===== src/hw/rtl/variable_slope_lowpass_unit_assert.svh =====
// Assertion macros for the variable-slope lowpass unit.
// Each check is clocked on the rising edge and is disabled while reset is low.
`ifndef VARIABLE_SLOPE_LOWPASS_UNIT_ASSERT_SVH
`define VARIABLE_SLOPE_LOWPASS_UNIT_ASSERT_SVH

`ifndef ASSERT_OFF
`define VSL_ASSERT_IMP(label, clk, rstn, ante, cons, msg) \
    label: assert property (@(posedge clk) disable iff (!rstn) (ante) |-> (cons)) \
        else $error(msg);
`define VSL_ASSERT_NEXT(label, clk, rstn, ante, cons, msg) \
    label: assert property (@(posedge clk) disable iff (!rstn) (ante) |=> (cons)) \
        else $error(msg);
`else
`define VSL_ASSERT_IMP(label, clk, rstn, ante, cons, msg)
`define VSL_ASSERT_NEXT(label, clk, rstn, ante, cons, msg)
`endif

`endif


===== src/hw/rtl/vsl_pkg.sv =====
package vsl_pkg;

    // Configuration register formats.
    localparam int AMOUNT_W    = 17;
    localparam int TIGHT_W     = 18;
    localparam int POLES_W     = 19;
    localparam int WET_W       = 17;
    localparam int CFG_DATA_W  = 19;
    localparam int CFG_INDEX_W = 2;

    // Coefficient in Q24 (up to and including one) and the second multiplier operand.
    localparam int COEF_W = 25;
    localparam int MUL_B_W = 26;

    localparam logic [16:0] UNITY_Q16 = 17'h10000;
    localparam logic [18:0] POLES_MAX = 19'h40000;
    localparam logic [COEF_W-1:0] COEF_MAX = 25'h1000000;

    // Register indexes on the configuration port.
    localparam logic [CFG_INDEX_W-1:0] REG_AMOUNT = 2'd0;
    localparam logic [CFG_INDEX_W-1:0] REG_TIGHT  = 2'd1;
    localparam logic [CFG_INDEX_W-1:0] REG_POLES  = 2'd2;
    localparam logic [CFG_INDEX_W-1:0] REG_WET    = 2'd3;

    // Operations of the shared multiply-round-clamp unit.
    localparam logic [2:0] OP_OFFSET = 3'd0;
    localparam logic [2:0] OP_COEF   = 3'd1;
    localparam logic [2:0] OP_FILTER = 3'd2;
    localparam logic [2:0] OP_MIX    = 3'd3;
    localparam logic [2:0] OP_WET    = 3'd4;

    // Partial mix of stage k: pole count minus k, limited to the range zero to one.
    function automatic logic [16:0] stage_weight(input logic [18:0] poles, input logic [2:0] k);
        logic signed [20:0] d;
        d = $signed({2'b00, poles}) - $signed({2'b00, k, 16'h0000});
        if (d < 0) begin
            return 17'd0;
        end else if (d > $signed({4'b0000, UNITY_Q16})) begin
            return UNITY_Q16;
        end else begin
            return d[16:0];
        end
    endfunction

endpackage


===== src/hw/rtl/variable_slope_lowpass_unit.sv =====
// Variable-slope lowpass: each transfer on the s_ side carries one signed sample and yields
// one filtered, saturated sample on the m_ side. A single multiplier, followed by a
// round-add-clamp step, is reused for every product: the signal-dependent offset, the
// coefficient, two products for each engaged stage and the dry/wet blend. A product is
// formed in ST_MUL and then rounded, added and clamped in ST_ACC. A finished result waits
// in ST_OUT while an earlier result still waits in the output register for m_tready;
// s_tready is low from the transfer of a sample until its result enters the output
// register. The output register lets the next sample be taken while a result still
// waits for m_tready. Configuration writes are taken at any time and must
// only be issued while no sample is in flight.
`include "variable_slope_lowpass_unit_assert.svh"

module variable_slope_lowpass_unit
    import vsl_pkg::*;
#(
    parameter int SAMPLE_BITS = 24,
    parameter int STAGES = 4,
    localparam int DATA_W = ((SAMPLE_BITS + 7) / 8) * 8
) (
    input  logic                   aclk,
    input  logic                   aresetn,
    input  logic                   cfg_we,
    input  logic [CFG_INDEX_W-1:0] cfg_index,
    input  logic [CFG_DATA_W-1:0]  cfg_data,
    input  logic                   s_tvalid,
    output logic                   s_tready,
    input  logic [DATA_W-1:0]      s_tdata,   // sample_in
    output logic                   m_tvalid,
    input  logic                   m_tready,
    output logic [DATA_W-1:0]      m_tdata    // sample_out
);

    localparam int FB = SAMPLE_BITS - 1;
    localparam int AW = SAMPLE_BITS + 2;
    localparam int PW = AW + MUL_B_W;
    localparam int SW = PW + 1;
    localparam int KW = (STAGES > 1) ? $clog2(STAGES) : 1;
    localparam logic [KW-1:0] K_LAST = KW'(STAGES - 1);

    localparam logic signed [PW-1:0] HALF_FB = PW'(1) << (FB - 1);
    localparam logic signed [PW-1:0] HALF_8  = PW'(1) << 7;
    localparam logic signed [PW-1:0] HALF_16 = PW'(1) << 15;
    localparam logic signed [PW-1:0] HALF_24 = PW'(1) << 23;
    localparam logic signed [SW-1:0] SAT_HI  = (SW'(1) << FB) - SW'(1);
    localparam logic signed [SW-1:0] SAT_LO  = -SAT_HI - SW'(1);
    localparam logic signed [SAMPLE_BITS:0] ONE_S = (SAMPLE_BITS + 1)'(1) << FB;

    localparam logic [1:0] ST_IDLE = 2'd0;
    localparam logic [1:0] ST_MUL  = 2'd1;
    localparam logic [1:0] ST_ACC  = 2'd2;
    localparam logic [1:0] ST_OUT  = 2'd3;

    logic [1:0] state_reg, state_next;
    logic [2:0] op_reg, op_next;
    logic [KW-1:0] k_reg, k_next;
    logic signed [SAMPLE_BITS-1:0] x_reg, x_next;
    logic signed [SAMPLE_BITS-1:0] dry_reg, dry_next;
    logic [COEF_W-1:0] coef_reg, coef_next;
    logic signed [PW-1:0] prod_reg, prod_next;
    logic signed [SAMPLE_BITS-1:0] bank_reg [2][STAGES];
    logic bank_sel_reg;
    logic out_valid_reg, out_valid_next;
    logic [SAMPLE_BITS-1:0] out_data_reg;

    logic [AMOUNT_W-1:0] amount_reg, amount_next;
    logic signed [TIGHT_W-1:0] tight_reg, tight_next;
    logic [POLES_W-1:0] poles_reg, poles_next;
    logic [WET_W-1:0] wet_reg, wet_next;

    logic bank_we;
    logic out_load;
    logic bank_idx;
    logic signed [SAMPLE_BITS-1:0] s_cur;
    logic [16:0] w_cur;
    logic [16:0] tight_abs;
    logic signed [SAMPLE_BITS:0] dry_ext, x_ext, s_ext, mag, off_sel;
    logic signed [AW-1:0] mul_a;
    logic signed [MUL_B_W-1:0] mul_b;
    logic signed [PW-1:0] rnd;
    logic signed [SW-1:0] base, lo, hi, sum, acc_val;

    logic [16:0] amt_in, wet_in;
    logic signed [17:0] t_in, t_clip;
    logic [15:0] t_half;

    // ---------------------------------------------------------------- configuration
    always_comb begin
        amount_next = amount_reg;
        tight_next  = tight_reg;
        poles_next  = poles_reg;
        wet_next    = wet_reg;
        amt_in = cfg_data[16:0];
        wet_in = cfg_data[16:0];
        t_in   = $signed(cfg_data[17:0]);
        if (t_in > $signed({1'b0, UNITY_Q16})) begin
            t_clip = $signed({1'b0, UNITY_Q16});
        end else if (t_in < -$signed({1'b0, UNITY_Q16})) begin
            t_clip = -$signed({1'b0, UNITY_Q16});
        end else begin
            t_clip = t_in;
        end
        // Negative settings are halved with the magnitude rounded down.
        t_half = 16'(17'(-t_clip) >> 1);
        if (cfg_we) begin
            case (cfg_index)
                REG_AMOUNT: begin
                    if (amt_in == 17'd0) begin
                        amount_next = 17'd1;
                    end else if (amt_in > UNITY_Q16) begin
                        amount_next = UNITY_Q16;
                    end else begin
                        amount_next = amt_in;
                    end
                end
                REG_TIGHT: begin
                    if (t_clip < 0) begin
                        tight_next = -$signed({2'b00, t_half});
                    end else begin
                        tight_next = t_clip;
                    end
                end
                REG_POLES: begin
                    poles_next = (cfg_data > POLES_MAX) ? POLES_MAX : cfg_data;
                end
                REG_WET: begin
                    wet_next = (wet_in > UNITY_Q16) ? UNITY_Q16 : wet_in;
                end
                default: begin
                end
            endcase
        end
    end

    // ---------------------------------------------------------------- operands
    assign bank_idx  = ~bank_sel_reg;
    assign s_cur     = bank_reg[bank_idx][k_reg];
    assign w_cur     = stage_weight(poles_reg, 3'(k_reg));
    assign tight_abs = tight_reg[TIGHT_W-1] ? 17'(-tight_reg) : tight_reg[16:0];
    assign dry_ext   = {dry_reg[SAMPLE_BITS-1], dry_reg};
    assign x_ext     = {x_reg[SAMPLE_BITS-1], x_reg};
    assign s_ext     = {s_cur[SAMPLE_BITS-1], s_cur};
    assign mag       = (dry_ext < 0) ? -dry_ext : dry_ext;
    // A soft setting weighs the magnitude, a hard one its distance from full scale.
    assign off_sel   = tight_reg[TIGHT_W-1] ? (ONE_S - mag) : mag;

    always_comb begin
        case (op_reg)
            OP_OFFSET: begin
                mul_a = AW'(off_sel);
                mul_b = MUL_B_W'(tight_reg);
            end
            OP_COEF: begin
                mul_a = AW'($signed({1'b0, coef_reg[16:0]}));
                mul_b = MUL_B_W'($signed({1'b0, amount_reg}));
            end
            OP_FILTER: begin
                mul_a = AW'(x_ext - s_ext);
                mul_b = MUL_B_W'($signed({1'b0, coef_reg}));
            end
            OP_MIX: begin
                mul_a = AW'(s_ext - x_ext);
                mul_b = MUL_B_W'($signed({1'b0, w_cur}));
            end
            OP_WET: begin
                mul_a = AW'(x_ext - dry_ext);
                mul_b = MUL_B_W'($signed({1'b0, wet_reg}));
            end
            default: begin
                mul_a = '0;
                mul_b = '0;
            end
        endcase
    end

    // ---------------------------------------------------------------- round, add, clamp
    always_comb begin
        case (op_reg)
            OP_OFFSET: begin
                rnd  = (prod_reg + HALF_FB) >>> FB;
                base = SW'($signed({1'b0, UNITY_Q16 - tight_abs}));
                lo   = SW'(1);
                hi   = SW'($signed({1'b0, UNITY_Q16}));
            end
            OP_COEF: begin
                rnd  = (prod_reg + HALF_8) >>> 8;
                base = '0;
                lo   = SW'(1);
                hi   = SW'($signed({1'b0, COEF_MAX}));
            end
            OP_FILTER: begin
                rnd  = (prod_reg + HALF_24) >>> 24;
                base = SW'(s_cur);
                lo   = SAT_LO;
                hi   = SAT_HI;
            end
            OP_MIX: begin
                rnd  = (prod_reg + HALF_16) >>> 16;
                base = SW'(x_reg);
                lo   = SAT_LO;
                hi   = SAT_HI;
            end
            OP_WET: begin
                rnd  = (prod_reg + HALF_16) >>> 16;
                base = SW'(dry_reg);
                lo   = SAT_LO;
                hi   = SAT_HI;
            end
            default: begin
                rnd  = '0;
                base = '0;
                lo   = SAT_LO;
                hi   = SAT_HI;
            end
        endcase
        sum = base + SW'(rnd);
        if (sum < lo) begin
            acc_val = lo;
        end else if (sum > hi) begin
            acc_val = hi;
        end else begin
            acc_val = sum;
        end
    end

    // ---------------------------------------------------------------- sequencer
    always_comb begin
        state_next = state_reg;
        op_next    = op_reg;
        k_next     = k_reg;
        x_next     = x_reg;
        dry_next   = dry_reg;
        coef_next  = coef_reg;
        prod_next  = prod_reg;
        bank_we    = 1'b0;
        out_load   = 1'b0;
        case (state_reg)
            ST_IDLE: begin
                if (s_tvalid) begin
                    x_next     = $signed(s_tdata[SAMPLE_BITS-1:0]);
                    dry_next   = $signed(s_tdata[SAMPLE_BITS-1:0]);
                    op_next    = OP_OFFSET;
                    k_next     = '0;
                    state_next = ST_MUL;
                end
            end
            ST_MUL: begin
                prod_next  = mul_a * mul_b;
                state_next = ST_ACC;
                // Stages with zero weight, and all after them, are bypassed.
                if (op_reg == OP_FILTER && w_cur == 17'd0) begin
                    op_next    = OP_WET;
                    state_next = ST_MUL;
                end else if (op_reg == OP_WET && wet_reg == UNITY_Q16) begin
                    state_next = ST_OUT;
                end
            end
            ST_ACC: begin
                state_next = ST_MUL;
                case (op_reg)
                    OP_OFFSET: begin
                        coef_next = acc_val[COEF_W-1:0];
                        op_next   = OP_COEF;
                    end
                    OP_COEF: begin
                        coef_next = acc_val[COEF_W-1:0];
                        op_next   = OP_FILTER;
                    end
                    OP_FILTER: begin
                        bank_we = 1'b1;
                        op_next = OP_MIX;
                    end
                    OP_MIX: begin
                        x_next = acc_val[SAMPLE_BITS-1:0];
                        if (k_reg == K_LAST) begin
                            op_next = OP_WET;
                        end else begin
                            k_next  = k_reg + KW'(1);
                            op_next = OP_FILTER;
                        end
                    end
                    OP_WET: begin
                        x_next     = acc_val[SAMPLE_BITS-1:0];
                        state_next = ST_OUT;
                    end
                    default: begin
                        state_next = ST_IDLE;
                    end
                endcase
            end
            ST_OUT: begin
                if (!out_valid_reg || m_tready) begin
                    out_load   = 1'b1;
                    state_next = ST_IDLE;
                end
            end
            default: begin
                state_next = ST_IDLE;
            end
        endcase
    end

    always_comb begin
        if (out_load) begin
            out_valid_next = 1'b1;
        end else if (m_tready) begin
            out_valid_next = 1'b0;
        end else begin
            out_valid_next = out_valid_reg;
        end
    end

    always_ff @(posedge aclk) begin
        if (!aresetn) begin
            state_reg     <= ST_IDLE;
            op_reg        <= OP_OFFSET;
            k_reg         <= '0;
            bank_sel_reg  <= 1'b1;
            out_valid_reg <= 1'b0;
            amount_reg    <= 17'd1;
            tight_reg     <= '0;
            poles_reg     <= 19'h10000;
            wet_reg       <= UNITY_Q16;
            for (int b = 0; b < 2; b++) begin
                for (int k = 0; k < STAGES; k++) begin
                    bank_reg[b][k] <= '0;
                end
            end
        end else begin
            state_reg     <= state_next;
            op_reg        <= op_next;
            k_reg         <= k_next;
            out_valid_reg <= out_valid_next;
            amount_reg    <= amount_next;
            tight_reg     <= tight_next;
            poles_reg     <= poles_next;
            wet_reg       <= wet_next;
            if (out_load) begin
                bank_sel_reg <= ~bank_sel_reg;
            end
            if (bank_we) begin
                bank_reg[bank_idx][k_reg] <= acc_val[SAMPLE_BITS-1:0];
            end
        end
    end

    always_ff @(posedge aclk) begin
        x_reg    <= x_next;
        dry_reg  <= dry_next;
        coef_reg <= coef_next;
        prod_reg <= prod_next;
        if (out_load) begin
            out_data_reg <= x_reg;
        end
    end

    assign s_tready = (state_reg == ST_IDLE);
    assign m_tvalid = out_valid_reg;
    assign m_tdata  = DATA_W'(out_data_reg);

    // ---------------------------------------------------------------- checks
    `VSL_ASSERT_NEXT(a_busy_after_transfer, aclk, aresetn, s_tvalid && s_tready, !s_tready, "sample taken while the previous one is in work")
    `VSL_ASSERT_IMP(a_coef_in_range, aclk, aresetn, state_reg == ST_MUL && op_reg == OP_FILTER, coef_reg != '0 && coef_reg <= COEF_MAX, "coefficient out of range")
    `VSL_ASSERT_NEXT(a_bank_alternates, aclk, aresetn, out_load, bank_sel_reg != $past(bank_sel_reg), "state bank did not alternate")
    `VSL_ASSERT_NEXT(a_result_registered, aclk, aresetn, out_load, m_tvalid && state_reg == ST_IDLE, "result not presented after completion")

endmodule

===== config.mk =====
export PLATFORM = sky130hd
export DESIGN_NAME = variable_slope_lowpass_unit
export DESIGN_NICKNAME = d
export VERILOG_FILES = /design/src/hw/rtl/vsl_pkg.sv /design/src/hw/rtl/variable_slope_lowpass_unit.sv
export VERILOG_INCLUDE_DIRS = /design/src /design/src/hw/rtl
export SDC_FILE = /design/constraint.sdc
export NUM_CORES = 2
export LEC_CHECK = 0
export ABC_AREA = 1
export BUFFER_PORTS_ARGS = -buffer_cell sky130_fd_sc_hd__buf_2
export CAP_MARGIN = 0
export CORE_MARGIN = 2
export CORE_UTILIZATION = 45
export CTS_CLUSTER_DIAMETER = 100
export DETAILED_ROUTE_END_ITERATION = 8
export MAX_ROUTING_LAYER = met4
export PLACE_DENSITY_LB_ADDON = 0.1
export SLEW_MARGIN = 30
export SYNTH_ARGS = -nofsm -noshare
export SYNTH_HDL_FRONTEND = slang
export SYNTH_SLANG_ARGS = --single-unit

===== constraint.sdc =====
create_clock -name aclk -period 9.15 [get_ports aclk]
set_input_delay 0.4575 -clock aclk [delete_from_list [all_inputs] [get_ports aclk]]
set_output_delay 0.4575 -clock aclk [all_outputs]
set_load 0.005 [all_outputs]

==> flow_summary.toml <==
[timing]
fin_setup_tns_ns = -4.23
slew_violations = 0
max_freq_mhz = 106
period_needed_ns = 9.42
max-slew-margin-rel_pct = 35.8
clock_skew_ns = 0.0796
finalHoldViolCount = 0
fin_crit_sh_pct = 103
setup_viol = 27
rsz0062_at_grt = "true"
setup_ws_ns = -0.269
worst_slew_pin_slew_ns = 0.951

[yosys]
netlist.area_leader.share_pct = 24.4
synth.top_cells.by_count = "1,659 x inv_1, 1,657 x nand2_1, 850 x nor2_1"
synth_cell_types = 72
synth-main-ff-cell = "edfxtp_1"
synth_seq_area_share_pct = 20.4
syn_area_um2 = 57100
ys_ff_latch = 414
synth_edf_count = 334
synth-warning-count = 0
syn-num-nets = 8681
synthCells = 7628
netlist.top_cell.by_area = "fa_1"
yosys-top-cells-area = "fa_1 24%, edfxtp_1 18%, inv_1 11%"
synth.most_common_cell = "inv_1"
async_reset_ff_share_pct = 0
synth_area_per_cell_um2 = 7.48

[worst_hold_path]
worstHoldPathType = "input pin to flop"

[global_route]
antenna_found_initial = 2
grt_max_degree = 57
grt_usage_pct = 35.6
gr-total-overflow = 0
grt_pass1_vias = 54477
grt_pass1_wl_um = 339000

[drt]
drc = 0
wl_per_cell_um = 22.3
ant_nets = 0
num_vias = 54575
first_pass_iters = 8
routed_via_density = 5.42
first_iter_violations = 5144
wl_um = 225000

[layout]
regArea_um2 = 11600
final_area_um2 = 70900
fin_util_pct = 56.4
final_cells = 10071
area_growth_pct = 24.1
drive_gt1_share_pct = 21.3
n_fill_cell = 11899
finalNetCount = 9435
multi_input_area_um2 = 41200
largest_reg_flops = 192
antenna_cells = 0

[pwr]
ir_worst_vdd_mv = 0.641
power_density_nw_per_um2 = 433
p_leak_nw = 34.1

[clock_network]
clock-root-buffer = "clkbuf_16"
clkTransAtPathRegs_ns = 0.06
insertion_delay_ns = 0.67
cts.sinks = 414
ctsLongestPathBuffers = 3
cts-buffers-inserted = 50
htreeDepth = 2
cts_tree = "done"

[status]
violations = "setup timing"
status = "complete, but fails checks"

[place]
io_buffer_count = 75
place_congestion = 0.986
dpl_cell_area_um2 = 64600
dp_cells = 9842
hpwl_um = 183000

[critical_path]
crit_path_frequent_cell = "nand2_1"
worst_path_largest_cell_delay_ns = 0.59
worstPathArrival_ns = 9.76
cp.required_ns = 9.50
slowest_stage = "fa_2"
worstSetupPathType = "flop to flop"
startpoint_type = "flop"
crit_fanout = 7
endpoint_kind = "flop"

[floorplanning]
num_rows = 130
io_pins = 76
core_region_area_um2 = 126000
die_y_um = 360
die_area_um2 = 130000
start_util_pct = 45.4
die_w_um = 360

[job]
cap_viol_max_count = 0
[area by class of cell]
type	count	share of cell area (%)
multi-input cells	5295	58.1
flip-flops and latches	414	16.4
repair buffers	935	11.3
inverters	1686	9.03
well taps	1650	2.91
clock buffers	63	1.86
clock inverters	28	0.401
[stage by stage]
stage | hold WS (ns) | power (mW) | setup slack [ns]
3_3_place_gp | 0.455 | 22.8 | -0.994
2_1_floorplan | 0.445 | 13.8 | 0.0175
6_report | 0.0507 | 30.7 | -0.269
4_1_cts | 0.0172 | 28.4 | -0.158
3_5_place_dp | 0.455 | 22.9 | -1.01
5_1_grt | 0.0315 | 32.8 | -0.636
[kinds of logic (layout without fill, tap and decap cells)]
kind of cell    count (synthesis)  count (layout)  share of synthesized area, %
simple gates                 3097            3097                          22.8
buf+inv                      1919            2712                          12.9
compound gates               1080            1080                          11.0
fa+ha+maj                    1003            1003                          31.1
flops                         414             414                          20.4
xor+xnor                      115             115                          1.78
[layout by cell type (no fill, tap or decap), types with 75 or more instances in the layout]
| cell type | synthesis | layout |
|---|---|---|
| nor2_1 | 850 | 779 |
| inv_1 | 1659 | 1530 |
| a21oi_1 | 385 | 301 |
| ha_1 | 307 | 240 |
| buf_2 | 21 | 75 |
| dfxtp_1 | 80 | 78 |
| xor2_1 | 89 | 77 |
| buf_4 | 7 | 711 |
| edfxtp_1 | 334 | 334 |
| fa_1 | 696 | 648 |
| nand2_2 | 10 | 90 |
| o21ai_0 | 351 | 274 |
| nand2_1 | 1657 | 1544 |
| nand3_1 | 268 | 249 |
| inv_2 | 11 | 128 |
[path summary, 6_finish.rpt]
kind	cells after the start	start	to	slack, ns
worst min register to register	2	amount_reg[6]$_SDFFE_PN0P_	amount_reg[6]$_SDFFE_PN0P_	0.47
worst max register to register	54	k_reg[0]$_SDFFE_PN0P_	prod_reg[51]$_DFFE_PP_	-0.27
worst min-delay path	1	s_tdata[9]	dry_reg[9]$_DFFE_PP_	0.05
worst max-delay path	54	k_reg[0]$_SDFFE_PN0P_	prod_reg[51]$_DFFE_PP_	-0.27
[worst max-delay path, delay by kind of cell (launching register included)]
kind / cells / cell delay [ns]
adder cells (fa/ha/maj): 9 / 4.21
buffers and inverters: 19 / 1.87
AND/OR/NAND/NOR: 19 / 1.77
AO/OA/AOI/OAI: 7 / 0.87
flip-flops: 1 / 0.36
[layer usage]
layer	up-vias	track usage, %	wire [um]
met4	0	11.4	8580
met1	26695	48.5	98300
met3	370	4.23	16500
li1	25366	-	-
met2	2144	55.3	102000
met5	-	-	0
[repair_timing]
| action | 4_1_cts | 5_1_grt |
|---|---|---|
| gates resized for setup | 570 | 373 |
| hold buffers | 9 | 0 |
| cloned | 4 | 1 |
| endpoints found under the setup margin | 35 | 39 |
| pin swaps | 246 | 230 |
| setup buffers | 92 | 43 |
| hold endpoints to repair | 9 | 0 |
[power breakdown]
| group | internal, mW | total [mW] | switching, mW |
|---|---|---|---|
| Combinational | 10.5 | 25.8 | 15.3 |
| Sequential | 2.60 | 2.88 | 0.279 |
| Clock | 1.10 | 1.98 | 0.886 |
(Power assumes the default switching activity.)
